### src/rtl/best_fit_chunk_packer_top_macros.svh
// assertion macros for the chunk packer
`ifndef BEST_FIT_CHUNK_PACKER_TOP_MACROS_SVH
`define BEST_FIT_CHUNK_PACKER_TOP_MACROS_SVH

// property that must hold at every clock edge out of reset
`define BFCP_ASSERT_ALWAYS(label, expr, msg) \
  label: assert property (@(posedge clk) disable iff (!rst_n) (expr)) else $error(msg);

// consequent must hold in the cycle after the antecedent
`define BFCP_ASSERT_NEXT(label, ante, cons, msg) \
  label: assert property (@(posedge clk) disable iff (!rst_n) (ante) |=> (cons)) else $error(msg);

`endif

### src/rtl/bfcp_pkg.sv
// shared constants and types for the chunk packer
`timescale 1ns / 1ps
package bfcp_pkg;

  localparam int MAX_SLOTS    = 128;
  localparam int MAX_CAPACITY = 1024;

  localparam int SLOT_W  = 7;
  localparam int ROOM_W  = 10;
  localparam int CNT_W   = 8;
  localparam int LEN_W   = 11;
  localparam int TOTAL_W = 18;
  localparam int STAT_W  = 2;

  localparam int IN_TDATA_W  = 16;
  localparam int OUT_TDATA_W = 40;

  localparam logic [STAT_W-1:0] ST_PLACED  = 2'd0;
  localparam logic [STAT_W-1:0] ST_NO_ROOM = 2'd1;
  localparam logic [STAT_W-1:0] ST_BAD_LEN = 2'd2;
  localparam logic [STAT_W-1:0] ST_CLEARED = 2'd3;

  localparam logic OP_PLACE = 1'b0;
  localparam logic OP_CLEAR = 1'b1;

  localparam logic CFG_NUM_SLOTS = 1'b0;
  localparam logic CFG_CAPACITY  = 1'b1;

  localparam logic [CNT_W-1:0]   NUM_SLOTS_RST = 8'd128;
  localparam logic [LEN_W-1:0]   CAPACITY_RST  = 11'd32;

  typedef struct packed {
    logic [SLOT_W-1:0] id;
    logic [ROOM_W-1:0] room;
  } plist_entry_t;

endpackage

### src/rtl/best_fit_chunk_packer_top.sv
// best-fit chunk packer: top level with partial-list memory and scan sequencer
// clear or bad length go straight to S_RESP; a short chunk scans the partial list (S_SCAN per entry,
// S_SCAN_LAST, S_PICK) and on a fit passes S_MOVE; a full-length chunk, or a short one with no fit,
// takes S_FREE, which goes to S_RESP with no empty slot left; placements end in S_APPEND, then S_RESP;
// requests are taken only in S_IDLE, after the last result; a stalled out_tready holds the sequencer in S_RESP
// reset (rst_n low, synchronous): all slots empty, partial list empty, total zero,
// num_slots 128, slot_capacity 32; partial-list memory contents are not cleared
`timescale 1ns / 1ps
module best_fit_chunk_packer_top (
  input  logic                            clk,
  input  logic                            rst_n,
  // request channel
  input  logic                            in_tvalid,
  output logic                            in_tready,
  input  logic [bfcp_pkg::IN_TDATA_W-1:0] in_tdata,   // [10:0] piece_length
  input  logic                            in_tuser,   // [0] opcode
  // result channel
  output logic                             out_tvalid,
  input  logic                             out_tready,
  output logic [bfcp_pkg::OUT_TDATA_W-1:0] out_tdata, // [6:0] slot_index,
                                                      // [17:7] room_left,
                                                      // [35:18] words_used
  output logic [bfcp_pkg::STAT_W-1:0]      out_tuser, // [1:0] status
  // configuration write channel
  input  logic                            cfg_valid,
  output logic                            cfg_ready,
  input  logic                            cfg_index,
  input  logic [bfcp_pkg::LEN_W-1:0]      cfg_data
);
  import bfcp_pkg::*;

  // sequencer states
  localparam logic [2:0] S_IDLE      = 3'd0;
  localparam logic [2:0] S_SCAN      = 3'd1;  // issue one partial-list read per cycle
  localparam logic [2:0] S_SCAN_LAST = 3'd2;  // compare the last entry read
  localparam logic [2:0] S_PICK      = 3'd3;  // best fit known, fetch tail entry
  localparam logic [2:0] S_MOVE      = 3'd4;  // tail entry fills the hole
  localparam logic [2:0] S_FREE      = 3'd5;  // pop an empty slot
  localparam logic [2:0] S_APPEND    = 3'd6;  // append leftover room, update total
  localparam logic [2:0] S_RESP      = 3'd7;  // hand result to the output register

  // control state
  logic [2:0]        state_r, state_nxt;
  logic [CNT_W-1:0]  num_slots_r, num_slots_nxt;
  logic [LEN_W-1:0]  capacity_r, capacity_nxt;
  logic [CNT_W-1:0]  free_cnt_r, free_cnt_nxt;
  logic [CNT_W-1:0]  pcount_r, pcount_nxt;
  logic [TOTAL_W-1:0] total_r, total_nxt;
  logic              found_r, found_nxt;
  logic              cmp_v_r, cmp_v_nxt;
  logic              out_valid_r, out_valid_nxt;

  // payload state
  logic [LEN_W-1:0]  len_r, len_nxt;
  logic [SLOT_W-1:0] idx_r, idx_nxt;
  logic [SLOT_W-1:0] cmp_idx_r, cmp_idx_nxt;
  logic [SLOT_W-1:0] best_i_r, best_i_nxt;
  logic [SLOT_W-1:0] best_id_r, best_id_nxt;
  logic [ROOM_W-1:0] best_room_r, best_room_nxt;
  logic [SLOT_W-1:0] res_slot_r, res_slot_nxt;
  logic [LEN_W-1:0]  res_room_r, res_room_nxt;
  logic [STAT_W-1:0] res_stat_r, res_stat_nxt;
  logic [OUT_TDATA_W-1:0] out_data_r, out_data_nxt;
  logic [STAT_W-1:0] out_user_r, out_user_nxt;

  // partial-list memory: slot id and room per entry
  plist_entry_t      plist_mem [MAX_SLOTS];
  plist_entry_t      rd_q_r;
  logic [SLOT_W-1:0] rd_addr;
  logic              wr_en;
  logic [SLOT_W-1:0] wr_addr;
  plist_entry_t      wr_data;

  // effective configuration, saturated to the supported range
  logic [LEN_W-1:0]  cap_use;
  logic [CNT_W-1:0]  slots_use;
  logic              in_acc;
  logic              out_free;
  logic              fits;
  logic              better;
  logic [TOTAL_W:0]  total_sum;
  logic [CNT_W-1:0]  pcount_dec;
  logic [CNT_W-1:0]  free_dec;

  assign cap_use   = (capacity_r > LEN_W'(MAX_CAPACITY)) ? LEN_W'(MAX_CAPACITY) : capacity_r;
  assign slots_use = (num_slots_r > CNT_W'(MAX_SLOTS)) ? CNT_W'(MAX_SLOTS) : num_slots_r;

  assign in_tready  = (state_r == S_IDLE);
  assign in_acc     = in_tvalid && in_tready;
  assign cfg_ready  = 1'b1;
  assign out_tvalid = out_valid_r;
  assign out_tdata  = out_data_r;
  assign out_tuser  = out_user_r;
  assign out_free   = !out_valid_r || out_tready;

  assign pcount_dec = pcount_r - CNT_W'(1);
  assign free_dec   = free_cnt_r - CNT_W'(1);

  // the compare unit: does this entry fit, and is it tighter than the best so far
  assign fits      = ({1'b0, rd_q_r.room} >= len_r);
  assign better    = !found_r || (rd_q_r.room < best_room_r);
  assign total_sum = {1'b0, total_r} + (TOTAL_W+1)'(len_r);

  // memory read address: scan index, otherwise the tail entry
  assign rd_addr = (state_r == S_SCAN) ? idx_r : pcount_dec[SLOT_W-1:0];

  always_comb begin
    wr_en   = 1'b0;
    wr_addr = best_i_r;
    wr_data = rd_q_r;
    if (state_r == S_MOVE) begin
      wr_en = 1'b1;
    end else if (state_r == S_APPEND) begin
      wr_en        = (res_room_r != '0) && (pcount_r < CNT_W'(MAX_SLOTS));
      wr_addr      = pcount_r[SLOT_W-1:0];
      wr_data.id   = res_slot_r;
      wr_data.room = res_room_r[ROOM_W-1:0];
    end
  end

  always_comb begin
    state_nxt     = state_r;
    num_slots_nxt = num_slots_r;
    capacity_nxt  = capacity_r;
    free_cnt_nxt  = free_cnt_r;
    pcount_nxt    = pcount_r;
    total_nxt     = total_r;
    found_nxt     = found_r;
    cmp_v_nxt     = 1'b0;
    out_valid_nxt = out_valid_r && !out_tready;
    len_nxt       = len_r;
    idx_nxt       = idx_r;
    cmp_idx_nxt   = idx_r;
    best_i_nxt    = best_i_r;
    best_id_nxt   = best_id_r;
    best_room_nxt = best_room_r;
    res_slot_nxt  = res_slot_r;
    res_room_nxt  = res_room_r;
    res_stat_nxt  = res_stat_r;
    out_data_nxt  = out_data_r;
    out_user_nxt  = out_user_r;

    // configuration writes take effect at once
    if (cfg_valid && cfg_ready) begin
      unique case (cfg_index)
        CFG_NUM_SLOTS: num_slots_nxt = cfg_data[CNT_W-1:0];
        CFG_CAPACITY:  capacity_nxt  = cfg_data;
        default:       ;
      endcase
    end

    // compare stage of the scan, one entry per cycle
    if (cmp_v_r && fits && better) begin
      found_nxt     = 1'b1;
      best_i_nxt    = cmp_idx_r;
      best_id_nxt   = rd_q_r.id;
      best_room_nxt = rd_q_r.room;
    end

    unique case (state_r)
      S_IDLE: begin
        if (in_acc) begin
          len_nxt      = in_tdata[LEN_W-1:0];
          found_nxt    = 1'b0;
          idx_nxt      = '0;
          res_slot_nxt = '0;
          res_room_nxt = '0;
          if (in_tuser == OP_CLEAR) begin
            free_cnt_nxt = slots_use;
            pcount_nxt   = '0;
            total_nxt    = '0;
            res_stat_nxt = ST_CLEARED;
            state_nxt    = S_RESP;
          end else if (in_tdata[LEN_W-1:0] == '0 || in_tdata[LEN_W-1:0] > cap_use) begin
            res_stat_nxt = ST_BAD_LEN;
            state_nxt    = S_RESP;
          end else if (in_tdata[LEN_W-1:0] < cap_use && pcount_r != '0) begin
            state_nxt = S_SCAN;
          end else begin
            state_nxt = S_FREE;
          end
        end
      end
      S_SCAN: begin
        cmp_v_nxt = 1'b1;
        idx_nxt   = idx_r + SLOT_W'(1);
        if ({1'b0, idx_r} == pcount_dec) begin
          state_nxt = S_SCAN_LAST;
        end
      end
      S_SCAN_LAST: begin
        state_nxt = S_PICK;
      end
      S_PICK: begin
        if (found_r) begin
          // tail entry is read now, the list shrinks by one
          res_slot_nxt = best_id_r;
          res_room_nxt = {1'b0, best_room_r} - len_r;
          pcount_nxt   = pcount_dec;
          state_nxt    = S_MOVE;
        end else begin
          state_nxt = S_FREE;
        end
      end
      S_MOVE: begin
        state_nxt = S_APPEND;
      end
      S_FREE: begin
        // free stack always holds slot i at position i, so the top is count - 1
        if (free_cnt_r == '0) begin
          res_stat_nxt = ST_NO_ROOM;
          state_nxt    = S_RESP;
        end else begin
          free_cnt_nxt = free_dec;
          res_slot_nxt = free_dec[SLOT_W-1:0];
          res_room_nxt = cap_use - len_r;
          state_nxt    = S_APPEND;
        end
      end
      S_APPEND: begin
        if (wr_en) begin
          pcount_nxt = pcount_r + CNT_W'(1);
        end
        total_nxt    = total_sum[TOTAL_W] ? '1 : total_sum[TOTAL_W-1:0];
        res_stat_nxt = ST_PLACED;
        state_nxt    = S_RESP;
      end
      S_RESP: begin
        if (out_free) begin
          out_valid_nxt = 1'b1;
          out_user_nxt  = res_stat_r;
          out_data_nxt  = {(OUT_TDATA_W-TOTAL_W-LEN_W-SLOT_W)'(0), total_r,
                           res_room_r, res_slot_r};
          state_nxt     = S_IDLE;
        end
      end
      default: state_nxt = S_IDLE;
    endcase
  end

  // control registers
  always_ff @(posedge clk) begin
    if (!rst_n) begin
      state_r     <= S_IDLE;
      num_slots_r <= NUM_SLOTS_RST;
      capacity_r  <= CAPACITY_RST;
      free_cnt_r  <= NUM_SLOTS_RST;
      pcount_r    <= '0;
      total_r     <= '0;
      found_r     <= 1'b0;
      cmp_v_r     <= 1'b0;
      out_valid_r <= 1'b0;
    end else begin
      state_r     <= state_nxt;
      num_slots_r <= num_slots_nxt;
      capacity_r  <= capacity_nxt;
      free_cnt_r  <= free_cnt_nxt;
      pcount_r    <= pcount_nxt;
      total_r     <= total_nxt;
      found_r     <= found_nxt;
      cmp_v_r     <= cmp_v_nxt;
      out_valid_r <= out_valid_nxt;
    end
  end

  // payload registers
  always_ff @(posedge clk) begin
    len_r       <= len_nxt;
    idx_r       <= idx_nxt;
    cmp_idx_r   <= cmp_idx_nxt;
    best_i_r    <= best_i_nxt;
    best_id_r   <= best_id_nxt;
    best_room_r <= best_room_nxt;
    res_slot_r  <= res_slot_nxt;
    res_room_r  <= res_room_nxt;
    res_stat_r  <= res_stat_nxt;
    out_data_r  <= out_data_nxt;
    out_user_r  <= out_user_nxt;
  end

  // partial-list memory, one write and one registered read per cycle
  always_ff @(posedge clk) begin
    if (wr_en) begin
      plist_mem[wr_addr] <= wr_data;
    end
    rd_q_r <= plist_mem[rd_addr];
  end

`include "best_fit_chunk_packer_top_macros.svh"

  `BFCP_ASSERT_ALWAYS(a_pcount_bound, pcount_r <= CNT_W'(MAX_SLOTS), "partial count overflow")
  `BFCP_ASSERT_ALWAYS(a_free_bound, free_cnt_r <= CNT_W'(MAX_SLOTS), "free count overflow")
  `BFCP_ASSERT_ALWAYS(a_scan_nonempty, (state_r != S_SCAN) || (pcount_r != '0), "scan on empty list")
  `BFCP_ASSERT_NEXT(a_accept_busy, in_tvalid && in_tready, state_r != S_IDLE, "request not taken")

endmodule

### config.mk
export PLATFORM = sky130hd
export DESIGN_NAME = best_fit_chunk_packer_top
export DESIGN_NICKNAME = d
export VERILOG_FILES = /design/src/rtl/bfcp_pkg.sv /design/src/rtl/best_fit_chunk_packer_top.sv
export VERILOG_INCLUDE_DIRS = /design/src /design/src/rtl
export SDC_FILE = /design/constraint.sdc
export NUM_CORES = 2
export LEC_CHECK = 0
export BUFFER_PORTS_ARGS = -buffer_cell sky130_fd_sc_hd__clkbuf_2
export CORE_ASPECT_RATIO = 1.1
export CORE_MARGIN = 2
export CORE_UTILIZATION = 35
export CTS_CLUSTER_DIAMETER = 120
export DETAILED_ROUTE_END_ITERATION = 8
export PLACE_DENSITY_LB_ADDON = 0.15
export SLEW_MARGIN = 20
export SYNTH_ARGS = -nofsm -noshare
export SYNTH_HDL_FRONTEND = slang
export SYNTH_SLANG_ARGS = --single-unit
### constraint.sdc
create_clock -name clk -period 20.8 [get_ports clk]
set_input_delay 1.04 -clock clk [delete_from_list [all_inputs] [get_ports clk]]
set_output_delay 1.04 -clock clk [all_outputs]
set_load 0.01 [all_outputs]
==> Word-level counts from Yosys, hierarchy flattened <==
Memory sizes are Yosys's and may differ from the RTL's. A register that Yosys moved wholly into a read port is not among the register bits.
Index checks and enable logic that the tools add are counted.
{ "classes": {"eq_ne": 17, "reduce_logical": 34, "mux": 53, "n_bitwise": 1, "add_sub_neg": 7, "order_cmp": 7} }
{ "op_table": {"columns": ["operator", "n"], "rows": [
  ["$mux 8", 8],
  ["$mux 18", 3],
  ["$mux 11", 4],
  ["$mux 7", 6],
  ["$pmux 18 s2", 1],
  ["$mux 17", 2],
  ["$pmux 11 s3", 1],
  ["$pmux 3 s8", 1],
  ["$pmux 8 s3", 1],
  ["$pmux 7 s3", 1],
  ["$add 18x11->19", 1],
  ["$mux 3", 6],
  ["$pmux 8 s2", 1],
  ["$sub 8x1->8 const B", 2],
  ["$pmux 7 s2", 1],
  ["$eq 3x3->1 const B", 4],
  ["$mux 1", 12],
  ["$reduce_and 4->1", 3],
  ["$ge 10x11->1", 1],
  ["$gt 11x11->1", 1],
  ["$gt 11x11->1 const B", 1],
  ["$logic_not 11->1", 1],
  ["$lt 11x11->1", 1],
  ["$reduce_bool 11->1", 1],
  ["other kinds (27)", 55]
]} }
{ "totals": {"memories": 1, "ramBits": 2176, "register_bits": 166} }
{ "mem_list": {"columns": ["name", "depth", "word_bits", "rd", "rd_ports_with_merged_regs", "write_ports", "line_no", "text"], "rows": [
  ["plist_mem", 128, 17, 1, 1, 1, "best_fit_chunk_packer_top.sv:67", "plist_entry_t plist_mem [MAX_SLOTS];"]
]} }

==> Logic depth before layout (Yosys ltp) <==
{ "logic_depth": {"ltp_word": 9, "ltp_mapped": 16, "mapped_depth_nobuf": 14} }

==> Least setup slack after synthesis <==
Ideal clock, no wire load.
{ "synth_path": {"kind": "reg-to-reg", "start": "register state_r[1]", "end": "memory plist_mem[0][0] (netlist name) (data pin)", "setup_slack_ns": 13.216, "path_stages_with_launch": 8, "setup_ns": 1.198, "synth_period_minus_slack_ns": 7.584, "n_path_buf": 4, "arrival_time_ns": 6.387, "cell_sequence": "dfxtp_1 buf_2 nor2b_1 and2_1 clkbuf_1 clkbuf_1 clkbuf_1 o21ai_0"} }
{ "synth_rtl": {"columns": ["element", "line_no", "text"], "rows": [
  ["from (decl)", "best_fit_chunk_packer_top.sv:43", "logic [2:0] state_r, state_nxt;"],
  ["from (signal assigned)", "best_fit_chunk_packer_top.sv:254", "state_r <= state_nxt;"],
  ["to (decl)", "best_fit_chunk_packer_top.sv:67", null]
]} }

==> Final worst setup path <==
{ "layout_path": {"start": "register state_r[2]", "end": "register rd_q_r[2] (netlist name)"} }
{ "layout_between": {"elab_chain_cells": 2} }
{ "layout_lines": {"columns": ["element", "line_no", "text"], "rows": [
  ["$eq 3x1->1", "best_fit_chunk_packer_top.sv:105", "assign rd_addr = (state_r == S_SCAN) ? idx_r : pcount_dec[SLOT_W-1:0];"],
  ["$mux 7", "best_fit_chunk_packer_top.sv:105", null]
]} }
Every way passes these cells.
A chain may end at the register's enable or synchronous reset.

==> flow_summary_export.csv <==
group,metric,value,unit
cts,clockBufferDepth,4,
timing,finalCritPeriodShare,29.67,%
timing,tightest_slew,1.214,ns
cts,post_cts_buffers,0,
finish,final_common_cell,"edfxtp_1",
cts,cts_buffers,245,
logic_synthesis,synth.avg_cell_area,13.92,um^2
placed_design,dpl.cell_count,10180,
floorplan,start_util,35.20,%
run,drv_cap,0,
grt,antenna_found_initial,12,
pwr,p_leak,36.12,nW
finish,instances_no_fill,10620,
route,dr.pass1.iters,6,
grt,grt_pass1_wl,403000,um
finish,fin_nets,7000,
critical_path,critPathSlowestCell,"o22ai_1",
route,wire_per_inst,26.74,um
placed_design,place_congestion,0.8428,
logic_synthesis,synthFlopType,"edfxtp_1",
route,drt-initial-drc-count,5561,
critical_path,slowest_delay,0.74,ns
cts,path_clk_slew,0.06,ns
logic_synthesis,synthCells,6757,
critical_path,path_max_fanout,59,
cts,insertion_delay,0.92,ns
placed_design,hpwl,164200,um
timing,fin_skew,0.06469,ns
cts,cts_root_buf,"clkbuf_16",
floorplan,die_y,547.7,um
finish,area_delta_synth_final,13.27,%
critical_path,worstPathCellList,"nor3b_4 -> mux2i_4 -> buf_4 -> buf_4 -> buf_4 -> buf_4 -> nand2_1 -> a32oi_1 -> o221ai_1 -> o22ai_1 -> nor3_1 -> nand4_1",
floorplan,die-area,272900,um^2
logic_synthesis,synth_edf_count,2276,
logic_synthesis,ys_top_cells_by_area,"edfxtp_1 73%, nand2_1 6.8%, mux4_2 3.5%, nand3_1 2.6%, nor2_1 1.9%",
cts,cts_hold_buffers,0,
grt,grtUsageTotal,20.27,%
finish,seqCellArea,70010,um^2
critical_path,critPathKind,"flip-flop to flip-flop",
timing,fin_ws,14.63,ns
timing,hold_violations,0,
critical_path,start_kind,"flip-flop",
route,ant_nets,0,
logic_synthesis,synth_top_area_share,72.68,%
logic_synthesis,synth_top_cell_by_area,"edfxtp_1",
logic_synthesis,synth_cell_types,79,
grt,grt_start_max_net_pins,144,
grt,grt_pass1_vias,53620,
cts,post_cts_resized,0,
outcome,status,"complete, no violations",
cts,cts_tree,"done",
timing,rsz0062_at_grt,"no",
min_path,hold_path_class,"primary input to flip-flop",
route,totalWireLength,284000,um
logic_synthesis,synth_area,94040,um^2
finish,multiInputGateArea,22460,um^2
finish,final_core_util,39.87,%
floorplan,core_area,267200,um^2
cts,cts.sinks,2359,
floorplan,num_rows,199,
critical_path,crit_family,"buffers and inverters",
logic_synthesis,yosysWarnings,0,
critical_path,cp_data_arrival_time,6.95,ns
timing,period_minus_slack,6.171,ns
timing,final.setup.tns,0,ns
logic_synthesis,ys_seq_area_share,74.44,%
timing,setup_viol,0,
timing,slew_headroom,18.35,%
pwr,p_per_area,139.8,nW/um^2
logic_synthesis,async_flop_share,0,%
critical_path,path_buf_inv,4,
finish,fillCellCount,24700,
timing,slew_viol_final,0,
floorplan,ioPinCount,79,
critical_path,crit_required,21.57,ns
route,vias_per_cell,5.275,
placed_design,port_buffers,68,
critical_path,cp_common_cell,"buf_4",
floorplan,die_x,498.2,um
critical_path,critPathCaptureType,"flip-flop",
pwr,vdd_drop_max,0.00007807,V
route,vias,56030,
cts,cts-htree-levels,4,
placed_design,place_ws,14.58,ns
logic_synthesis,synth_seq_cells,2359,
pwr,power.total,14.89,mW
route,drcViolationCount,0,
timing,fmax,162.0,MHz
grt,grt-ovfl-total,0,
finish,mostFrequentLayoutCells,"2,276 x edfxtp_1, 1,692 x nand2_1, 485 x nand3_1",
finish,drive_above_1_share,12.31,%
==> registers in the layout (all words and copies together) (netlist names), 7 cells and up <==
signal       cells
plist_mem     2176
cmp_idx_nxt      7
pcount_r         8
best_id_r        7
res_slot_r       7
out_tdata       36
total_r         18
free_cnt_r       8
res_room_r      11
num_slots_r      8
rd_q_r          17
len_r           11
best_i_r         7
capacity_r      11
cmp_idx_r        7
best_room_r     10
==> synthesized netlist by cell type, types with 57 or more instances <==
| cell type | instances |
|---|---|
| edfxtp_1 | 2276 |
| nand2_1 | 1713 |
| nand3_1 | 491 |
| nor2_1 | 472 |
| a21oi_1 | 281 |
| clkbuf_1 | 197 |
| mux4_2 | 148 |
| nor3_1 | 128 |
| o22ai_1 | 115 |
| buf_2 | 105 |
| mux2i_1 | 88 |
| dfxtp_1 | 83 |
| o21ai_0 | 63 |
| ha_1 | 57 |
==> cell type report <==
| class | count | share of cell area, % |
|---|---|---|
| antenna | 3 | 0.007048 |
| timing repair buffer | 286 | 1.938 |
| tap | 3517 | 4.131 |
| clock buffer | 320 | 6.163 |
| multi-input combinational | 3973 | 21.09 |
| inverter | 42 | 0.1480 |
| sequential | 2359 | 65.72 |
| clock inverter | 121 | 0.8023 |
==> worst register-to-register path, stage by stage (launching register included) <==
cell and delay, ns:
dfxtp_1 0.51, nor3b_4 0.67, mux2i_4 0.33, buf_4 0.39, buf_4 0.75, buf_4 0.79, buf_4 0.70, nand2_1 0.15
a32oi_1 0.25, o221ai_1 0.23, o22ai_1 0.74, nor3_1 0.29, nand4_1 0.28
==> kinds of logic (layout without fill, tap and decap cells) <==
| logic type | count (synthesis) | count (layout) | share of synthesized area [%] |
|---|---|---|---|
| buf+inv | 428 | 769 | 2.199 |
| simple gates | 2948 | 2948 | 13.03 |
| xor+xnor | 35 | 35 | 0.3260 |
| compound gates | 689 | 689 | 4.701 |
| flops | 2359 | 2359 | 74.44 |
| mux | 237 | 237 | 4.497 |
| other cells | 2 | 8 | 0.007986 |
| fa+ha+maj | 59 | 59 | 0.8009 |
==> power by group <==
part / total [mW] / switching, mW / leakage, nW / internal, mW
clock network: 4.15 / 1.83 / 3.62 / 2.32
logic: 4.63 / 3.53 / 11.2 / 1.10
registers: 6.11 / 0.0916 / 21.3 / 6.02
total: 14.9 / 5.46 / 36.1 / 9.43
==> stage by stage <==
stage                     hold slack, ns  area (um^2)
after CTS                         0.3379       106500
after global routing              0.3487       106500
after global placement            0.3874        99030
after floorplan                   0.3462        94050
after detailed placement          0.3887        99070
final                             0.3996       106500
==> path summary, 6_finish.rpt <==
path / start / endpoint / slack [ns] / depth (start not counted)
max: state_r[2] / rd_q_r[2] / 14.63 / 12
max reg2reg: state_r[2] / rd_q_r[2] / 14.63 / 12
min reg2reg: cmp_idx_r[2] / best_i_r[2] / 0.40 / 0
min: in_tdata[3] / len_r[3] / 0.40 / 1
==> per-layer routing <==
| layer | global-route usage (%) | wire, um | up-vias |
|---|---|---|---|
| met5 | 0 | 13 | - |
| met3 | 2.440 | 15570 | 385 |
| met2 | 33.42 | 137000 | 1696 |
| li1 | - | - | 25270 |
| met4 | 6.313 | 9062 | 2 |
| met1 | 28.02 | 122400 | 28680 |
Power figures use the tool's default switching activity.
